`src/hdl/iss_pkg.sv`:
```
// Shared types and constants of the identifier set store.
// Used by iss_ctrl, iss_dpath and id_set_store; depends on nothing.
`default_nettype none
package iss_pkg;

	localparam int KindW = 2;
	localparam int IdentW = 32;
	localparam int PosW = 4;
	localparam int CountW = 5;
	localparam int DefCapacity = 16;

	localparam logic [KindW-1:0] KIND_ADD = 2'd0;
	localparam logic [KindW-1:0] KIND_DEL = 2'd1;
	localparam logic [KindW-1:0] KIND_GET = 2'd2;

	localparam logic [IdentW-1:0] NONE_ID = '1;

	typedef enum logic [3:0] {
		ST_IDLE,
		ST_DECODE,
		ST_SCAN,
		ST_SHIFT,
		ST_APPEND,
		ST_REMOVE,
		ST_GET_RD,
		ST_RESULT
	} state_t;

	// controller -> datapath
	typedef struct packed {
		logic capture;     // latch request word, rewind sweep to entry 0
		logic start_next;  // rewind sweep to the entry after the hit
		logic run;         // sweep reads one entry per cycle
		logic shift_wr;    // write swept entry one place down
		logic append;      // store ident at the tail, count up
		logic dec;         // count down
		logic get_rd;      // read entry at position
		logic result_load; // load the result register
		logic result_err;
		logic result_data; // result carries the read entry
	} cmd_t;

	// datapath -> controller
	typedef struct packed {
		logic [KindW-1:0] kind;
		logic reserved;
		logic get_ok;
		logic full;
		logic hit;
		logic sweep_idle;
	} sts_t;

endpackage
`default_nettype wire

```
`src/hdl/iss_ctrl.sv`:
```
// Request sequencer of the identifier set store.
// Depends on iss_pkg; drives iss_dpath through cmd_t and reads sts_t.
`default_nettype none
module iss_ctrl import iss_pkg::*; (
	input  wire logic clk,
	input  wire logic arst_n,
	input  wire logic in_valid,
	output logic      in_ready,
	output logic      out_valid,
	input  wire logic out_ready,
	output cmd_t      cmd,
	input  wire sts_t sts
);

	state_t state_q, state_d;
	logic   err_q, err_d;
	logic   data_q, data_d;
	logic   out_valid_q;

	assign in_ready  = (state_q == ST_IDLE);
	assign out_valid = out_valid_q;

	always_ff @(posedge clk or negedge arst_n) begin
		if (!arst_n) begin
			state_q     <= ST_IDLE;
			err_q       <= 1'b0;
			data_q      <= 1'b0;
			out_valid_q <= 1'b0;
		end else begin
			state_q <= state_d;
			err_q   <= err_d;
			data_q  <= data_d;
			if (cmd.result_load)
				out_valid_q <= 1'b1;
			else if (out_ready)
				out_valid_q <= 1'b0;
		end
	end

	always_comb begin
		state_d = state_q;
		err_d   = err_q;
		data_d  = data_q;
		cmd     = '0;
		cmd.result_err  = err_q;
		cmd.result_data = data_q;
		case (state_q)
			ST_IDLE: begin
				if (in_valid) begin
					cmd.capture = 1'b1;
					state_d     = ST_DECODE;
				end
			end
			ST_DECODE: begin
				err_d  = 1'b1;
				data_d = 1'b0;
				state_d = ST_RESULT;
				case (sts.kind)
					KIND_ADD, KIND_DEL: begin
						if (!sts.reserved)
							state_d = ST_SCAN;
					end
					KIND_GET: begin
						if (sts.get_ok) begin
							err_d   = 1'b0;
							data_d  = 1'b1;
							state_d = ST_GET_RD;
						end
					end
					default: ;
				endcase
			end
			ST_SCAN: begin
				cmd.run = 1'b1;
				if (sts.hit) begin
					if (sts.kind == KIND_DEL) begin
						cmd.start_next = 1'b1;
						state_d        = ST_SHIFT;
					end else begin
						err_d   = 1'b0;
						state_d = ST_RESULT;
					end
				end else if (sts.sweep_idle) begin
					if (sts.kind == KIND_ADD && !sts.full) begin
						state_d = ST_APPEND;
					end else begin
						err_d   = 1'b1;
						state_d = ST_RESULT;
					end
				end
			end
			ST_SHIFT: begin
				cmd.run      = 1'b1;
				cmd.shift_wr = 1'b1;
				if (sts.sweep_idle)
					state_d = ST_REMOVE;
			end
			ST_APPEND: begin
				cmd.append = 1'b1;
				err_d      = 1'b0;
				state_d    = ST_RESULT;
			end
			ST_REMOVE: begin
				cmd.dec = 1'b1;
				err_d   = 1'b0;
				state_d = ST_RESULT;
			end
			ST_GET_RD: begin
				cmd.get_rd = 1'b1;
				state_d    = ST_RESULT;
			end
			ST_RESULT: begin
				if (!out_valid_q || out_ready) begin
					cmd.result_load = 1'b1;
					state_d         = ST_IDLE;
				end
			end
			default: state_d = ST_IDLE;
		endcase
	end

	// result register is never overwritten while its word waits
	a_no_overwrite: assert property (@(posedge clk) disable iff (!arst_n)
		cmd.result_load |-> (!out_valid_q || out_ready))
		else $error("result overwritten while pending");

	// one request in flight: a new word is only taken once the last result is loaded
	a_accept_after_load: assert property (@(posedge clk) disable iff (!arst_n)
		cmd.result_load |=> (state_q == ST_IDLE))
		else $error("sequencer did not return to idle after result");

	// a waiting result word stays valid until taken
	a_out_hold: assert property (@(posedge clk) disable iff (!arst_n)
		(out_valid_q && !out_ready) |=> out_valid_q)
		else $error("result word dropped before accept");

endmodule
`default_nettype wire

```
`src/hdl/iss_dpath.sv`:
```
// Datapath of the identifier set store: entry memory, count, sweep pipeline
// and result register. Depends on iss_pkg; commanded by iss_ctrl.
`default_nettype none
module iss_dpath import iss_pkg::*; #(
	parameter int CAPACITY = DefCapacity
) (
	input  wire logic                     clk,
	input  wire logic                     arst_n,
	input  wire cmd_t                     cmd,
	output sts_t                          sts,
	input  wire logic [KindW-1:0]         kind,
	input  wire logic signed [IdentW-1:0] ident,
	input  wire logic [PosW-1:0]          position,
	output logic                          status,
	output logic signed [IdentW-1:0]      ident_out,
	output logic [CountW-1:0]             count
);

	localparam int AW = (CAPACITY > 1) ? $clog2(CAPACITY) : 1;
	localparam int CW = $clog2(CAPACITY + 1);
	localparam int XW = (CW > PosW) ? CW : PosW;

	logic [IdentW-1:0] mem [CAPACITY];

	logic [KindW-1:0]  kind_q;
	logic [IdentW-1:0] ident_q;
	logic [PosW-1:0]   pos_q;
	logic [CW-1:0]     held_q;
	logic [CW-1:0]     ridx_q;
	logic              rvalid_s1;
	logic [CW-1:0]     ridx_s1;
	logic [IdentW-1:0] rdata_s1;

	logic              issue;
	logic              rd_en;
	logic [AW-1:0]     raddr;
	logic [XW-1:0]     pos_x;
	logic [XW-1:0]     held_x;
	logic              wr_en;
	logic [AW-1:0]     waddr;
	logic [IdentW-1:0] wdata;
	logic [CW-1:0]     shift_dst;

	assign pos_x  = XW'(pos_q);
	assign held_x = XW'(held_q);
	assign issue  = cmd.run && (ridx_q < held_q);
	assign rd_en  = issue || cmd.get_rd;
	assign raddr  = cmd.get_rd ? pos_x[AW-1:0] : ridx_q[AW-1:0];

	assign shift_dst = ridx_s1 - CW'(1);
	assign wr_en = cmd.append || (cmd.shift_wr && rvalid_s1);
	assign waddr = cmd.append ? held_q[AW-1:0] : shift_dst[AW-1:0];
	assign wdata = cmd.append ? ident_q : rdata_s1;

	assign sts.kind       = kind_q;
	assign sts.reserved   = (ident_q == NONE_ID);
	assign sts.get_ok     = (pos_x < held_x);
	assign sts.full       = (held_q >= CW'(CAPACITY));
	assign sts.hit        = rvalid_s1 && (rdata_s1 == ident_q);
	assign sts.sweep_idle = (ridx_q >= held_q) && !rvalid_s1;

	always_ff @(posedge clk) begin
		if (wr_en)
			mem[waddr] <= wdata;
		if (rd_en)
			rdata_s1 <= mem[raddr];
	end

	always_ff @(posedge clk) begin
		if (cmd.capture) begin
			kind_q  <= kind;
			ident_q <= ident;
			pos_q   <= position;
		end
		if (issue)
			ridx_s1 <= ridx_q;
		if (cmd.result_load) begin
			status    <= cmd.result_err;
			ident_out <= cmd.result_data ? rdata_s1 : NONE_ID;
			count     <= CountW'(held_q);
		end
	end

	always_ff @(posedge clk or negedge arst_n) begin
		if (!arst_n) begin
			held_q    <= '0;
			ridx_q    <= '0;
			rvalid_s1 <= 1'b0;
		end else begin
			if (cmd.append)
				held_q <= held_q + CW'(1);
			else if (cmd.dec)
				held_q <= held_q - CW'(1);
			// a rewind drops the word in flight
			if (cmd.capture) begin
				ridx_q    <= '0;
				rvalid_s1 <= 1'b0;
			end else if (cmd.start_next) begin
				ridx_q    <= ridx_s1 + CW'(1);
				rvalid_s1 <= 1'b0;
			end else begin
				if (issue)
					ridx_q <= ridx_q + CW'(1);
				rvalid_s1 <= issue;
			end
		end
	end

	a_held_bound: assert property (@(posedge clk) disable iff (!arst_n)
		held_q <= CW'(CAPACITY))
		else $error("count beyond capacity");

	a_append_room: assert property (@(posedge clk) disable iff (!arst_n)
		cmd.append |-> (held_q < CW'(CAPACITY)) && !sts.reserved)
		else $error("append into full store or of reserved ident");

	a_remove_nonempty: assert property (@(posedge clk) disable iff (!arst_n)
		cmd.dec |-> (held_q != '0))
		else $error("remove from empty store");

	a_shift_range: assert property (@(posedge clk) disable iff (!arst_n)
		(cmd.shift_wr && rvalid_s1) |-> (ridx_s1 != '0) && (ridx_s1 < held_q))
		else $error("shift write outside held entries");

endmodule
`default_nettype wire

```
`src/hdl/id_set_store.sv`:
```
// Top level of the identifier set store: joins sequencer and datapath.
// Depends on iss_pkg, iss_ctrl and iss_dpath.
//
// Holds up to CAPACITY distinct 32-bit identifiers packed at the front of an
// entry memory, plus a count. kind selects add, delete or get; -1 is the
// reserved empty identifier and is refused. One request is worked at a time;
// in_ready is high only between requests, and the result word sits in an
// output register until taken. The memory has a single read port, so the
// search reads one entry per cycle. An add of an entry already held stops at
// its hit, any other add appends after the sweep if there is room, and a
// delete shifts the entries after its hit one place down. A delete miss, an
// add into a full store, a refused request or a failed get returns an error.
// No clearing pass: entries past the count are never read.
`default_nettype none
module id_set_store import iss_pkg::*; #(
	parameter int CAPACITY = DefCapacity
) (
	input  wire logic                     clk,
	input  wire logic                     arst_n,
	input  wire logic                     in_valid,
	output logic                          in_ready,
	input  wire logic [KindW-1:0]         kind,
	input  wire logic signed [IdentW-1:0] ident,
	input  wire logic [PosW-1:0]          position,
	output logic                          out_valid,
	input  wire logic                     out_ready,
	output logic                          status,
	output logic signed [IdentW-1:0]      ident_out,
	output logic [CountW-1:0]             count
);

	cmd_t cmd;
	sts_t sts;

	iss_ctrl u_ctrl (
		.clk       (clk),
		.arst_n    (arst_n),
		.in_valid  (in_valid),
		.in_ready  (in_ready),
		.out_valid (out_valid),
		.out_ready (out_ready),
		.cmd       (cmd),
		.sts       (sts)
	);

	iss_dpath #(
		.CAPACITY (CAPACITY)
	) u_dpath (
		.clk       (clk),
		.arst_n    (arst_n),
		.cmd       (cmd),
		.sts       (sts),
		.kind      (kind),
		.ident     (ident),
		.position  (position),
		.status    (status),
		.ident_out (ident_out),
		.count     (count)
	);

endmodule
`default_nettype wire
```
`config.mk`:
```
export PLATFORM = sky130hd
export DESIGN_NAME = id_set_store
export DESIGN_NICKNAME = d
export VERILOG_FILES = /design/src/hdl/iss_pkg.sv /design/src/hdl/iss_ctrl.sv /design/src/hdl/iss_dpath.sv /design/src/hdl/id_set_store.sv
export SDC_FILE = /design/constraint.sdc
export NUM_CORES = 1
export LEC_CHECK = 0
export BUFFER_PORTS_ARGS = -buffer_cell sky130_fd_sc_hd__buf_2
export CAP_MARGIN = 20
export CORE_ASPECT_RATIO = 0.7
export CORE_MARGIN = 2
export CORE_UTILIZATION = 60
export DETAILED_ROUTE_END_ITERATION = 16
export HOLD_SLACK_MARGIN = 0.06
export PLACE_DENSITY = 0.77
export SYNTH_ARGS = -nofsm -noshare
export SYNTH_HDL_FRONTEND = slang
export SYNTH_SLANG_ARGS = --single-unit
```
`constraint.sdc`:
```
create_clock -name clk -period 5 [get_ports clk]
set_input_delay 1 -clock clk [delete_from_list [all_inputs] [get_ports clk]]
set_output_delay 1 -clock clk [all_outputs]
set_load 0.01 [all_outputs]
```
==> results.json <==
{
  "rows": 63,
  "drtPass1Iterations": 6,
  "vdd_drop_max_mv": 0.4177,
  "crit_fanout": 14,
  "async_flop_share": 0.02648,
  "nets": 2059,
  "ys.warnings.count": 0,
  "dp_hpwl_mm": 38.57,
  "synth_compound_area_frac": 0.03317,
  "setup_viol": 0,
  "ys_ff_latch": 642,
  "synthXorXnorAreaFrac": 0.01481,
  "die_y_um": 178.3,
  "drtIter0Drc": 2328,
  "grt_overflow": 0,
  "synth_cell_type_count": 49,
  "vias": 16470,
  "io-pin-count": 82,
  "cp_num_buf_inv": 0,
  "syn_nets": 1979,
  "syn_avg_cell_area_um2": 13.53,
  "globalplace.congestion": 0.9114,
  "crit_type": "reg2reg",
  "finalHoldViolCount": 0,
  "synth_area_um2": 26030,
  "clock_path_buffers": 3,
  "wl_mm": 66.39,
  "grt_max_degree": 95,
  "drive_gt1_frac": 0.1182,
  "required_ps": 5520,
  "start_kind": "flip-flop",
  "die_w_um": 252.9,
  "r2r_setup_slack_ps": 1050,
  "cpPeakStageDelay_ps": 760,
  "yosysTopAreaCell": "edfxtp_1",
  "critPathTopFamily": "simple AND/OR/NAND/NOR gates",
  "grt_antenna_before_repair": 1,
  "synthTopCellsByArea": "edfxtp_1, nand2_1, mux2i_1, nand3_1, dfrtp_1",
  "p_per_area_nw_per_um2": 659.8,
  "path_clk_slew_ps": 60,
  "post-place-cells": 2497,
  "wl_per_cell_um": 25.53,
  "final_cells": 2600,
  "ys_seq_area_frac": 0.7375,
  "fmax_mhz": 252.9,
  "arrival_ps": 4470,
  "synth_mux_area_frac": 0.04144,
  "cts-root-buf": "clkbuf_16",
  "status": "finished, final reports clean",
  "slowest_stage": "nor4_4",
  "post-route-period-util": 0.7907,
  "post_cts_resized": 0,
  "leakage_nw": 10.36,
  "gr-usage-all-layers": 0.2981,
  "cap_violations": 0,
  "crit_path_end_kind": "flip-flop",
  "finalCriticalPeriod_ps": 3954,
  "numClockSinks": 642,
  "port_buffers": 81,
  "rsz0062_at_grt": "false",
  "slew_headroom": 0.2940,
  "drc": 0,
  "synthSimpleGateAreaFrac": 0.1487,
  "clkLatencyLatePin_ps": 610,
  "tightest_slew_ps": 1059,
  "synth_edf_count": 625,
  "core_um2": 42570,
  "ant_nets": 0,
  "grt_pass1_vias": 15460,
  "drv_slew": 0,
  "area_delta_synth_final_pct": 11.77,
  "htree_num_levels": 2,
  "cts_inserted_buffers": 56,
  "cts_hold_buffers": 0,
  "netlist_instances": 1923,
  "synthAdderAreaFrac": 0.007019,
  "cts_tree": "built",
  "crit_chain": "xor2_1 > or4b_1 > or4b_4 > nor4_4 > nand2_1 > o21ai_0 > ha_1 > nand3_1 > or3_1 > and3b_1 > a211oi_2",
  "yosys_most_used_dff": "edfxtp_1",
  "min_path_type": "in2async",
  "cts_setup_buffers": 0,
  "grt_pass1_wl_mm": 97.17,
  "viasPerCell": 6.335,
  "dieArea_um2": 45080,
  "setup_tns_ps": 0,
  "synth_top_family_by_area": "simple AND/OR/NAND/NOR gates",
  "start_util": 0.6114,
  "synth_top_area_share": 0.7211,
  "fin_worst_skew_ps": 26.90
}
==> final timing paths <==
| path | start | end | cells past startpoint |
|---|---|---|---|
| setup / recovery | u_dpath.rdata_s1[15]$_DFFE_PP_ | u_dpath.ridx_q[4]$_DFFE_PN0P_ | 11 |
| hold / removal | arst_n | u_dpath.held_q[3]$_DFFE_PN0P_ | 1 |
| setup reg to reg | u_dpath.rdata_s1[15]$_DFFE_PP_ | u_dpath.ridx_q[4]$_DFFE_PN0P_ | 11 |
| hold reg to reg | u_ctrl.err_q$_DFFE_PN0P_ | u_dpath.status$_DFFE_PP_ | 0 |
| max in group asynchronous | arst_n | u_ctrl.data_q$_DFFE_PN0P_ | 1 |
| min in group clk | u_ctrl.err_q$_DFFE_PN0P_ | u_dpath.status$_DFFE_PP_ | 0 |
==> cell families (layout without fill, tap and decap cells) <==
kind of cell	after synthesis	count (layout)
AOI/OAI and AO/OA	109	109
xor gates and xnor gates	44	44
adders and majority gates	14	14
buffers and inverters	116	240
DFF	642	642
muxes	107	107
other	0	1
and+or+nand+nor	891	891
==> registers in the layout, summed over array words and instances (netlist names), 3 cells and up <==
| name | flops |
|---|---|
| u_dpath.ident_out | 32 |
| u_dpath.ident_q | 32 |
| u_dpath.count | 5 |
| u_ctrl.state_q | 3 |
| u_dpath.held_q | 5 |
| u_dpath.ridx_q | 5 |
| u_dpath.rdata_s1 | 32 |
| u_dpath.mem | 512 |
| u_dpath.ridx_s1 | 5 |
| u_dpath.pos_q | 4 |
==> layer usage <==
metal	share of wire	global-route usage
met1	0.38	0.4289
met2	0.45	0.4489
met3	0.12	0.05516
met4	0.047	0.1381
met5	0	0
==> cell type report <==
class | count | area [um^2]
Antenna cell | 1 | 2.502
Inverter | 12 | 45.04
Fill cell | 2828 | 13480
Tap cell | 552 | 690.7
Clock buffer | 70 | 1464
Clock inverter | 32 | 280.3
Multi-Input combinational cell | 1165 | 6570
Timing Repair Buffer | 126 | 843.3
Sequential cell | 642 | 19190
==> metrics by stage <==
stage          power, mW  hold WS (ps)  utilization  setup slack, ps  instance area (um^2)
3_3_place_gp       14.72         461.4       0.6424             1237                 27340
2_1_floorplan      12.39         425.4            -             1650                 26030
6_report           19.19         334.6       0.6834             1046                 29090
5_1_grt            20.01         366.9       0.6834            890.7                 29090
3_5_place_dp       14.92         452.8       0.6424             1166                 27340
4_1_cts            19.07         341.1       0.6833             1079                 29090
==> power by group <==
group          switching (mW)  internal [mW]  total (mW)
clock network            1.91           2.28        4.19
registers               0.395           7.59        7.99
logic                    4.97           2.05        7.01
==> cells in the final DEF (no fill, tap or decap), types with 3 or more instances in the layout <==
cell / netlist / final
bufinv_16: 0 / 4
clkinv_1: 0 / 11
a21oi_1: 12 / 12
and3_1: 3 / 3
buf_2: 7 / 81
a32oi_1: 32 / 32
clkinvlp_4: 0 / 3
nor2b_1: 4 / 3
inv_1: 12 / 12
a21o_1: 5 / 5
buf_12: 0 / 8
nand3_1: 201 / 201
o21a_1: 3 / 3
a211oi_2: 4 / 4
or3_1: 3 / 3
ha_1: 13 / 13
nor3_1: 5 / 5
xor2_1: 21 / 21
nor2_4: 0 / 18
nor4_1: 6 / 6
o21ai_0: 11 / 11
edfxtp_1: 625 / 625
dfrtp_1: 17 / 17
nand4_1: 14 / 14
clkbuf_16: 0 / 56
mux2_2: 6 / 4
nand2_1: 568 / 568
buf_4: 0 / 37
o221ai_1: 32 / 32
clkinv_2: 0 / 11
mux2i_1: 101 / 99
clkbuf_1: 90 / 13
nand2b_1: 38 / 38
xnor2_1: 23 / 23
nor2_1: 30 / 12
==> cells in the mapped netlist, types with 2 or more instances <==
cell / instances
a211oi_2: 4
a21o_1: 5
a21oi_1: 12
a22oi_1: 2
a32oi_1: 32
and2_1: 3
and3_1: 3
and3b_1: 2
buf_1: 6
buf_2: 7
clkbuf_1: 90
dfrtp_1: 17
edfxtp_1: 625
ha_1: 13
inv_1: 12
mux2_2: 6
mux2i_1: 101
nand2_1: 568
nand2b_1: 38
nand3_1: 201
nand3b_1: 2
nand4_1: 14
nor2_1: 30
nor2b_1: 4
nor3_1: 5
nor3b_1: 2
nor4_1: 6
nor4b_1: 2
o21a_1: 3
o21ai_0: 11
o221ai_1: 32
o22ai_1: 2
o31ai_1: 2
or2_2: 2
or3_1: 3
xnor2_1: 23
xor2_1: 21
(Power assumes the default switching activity.)
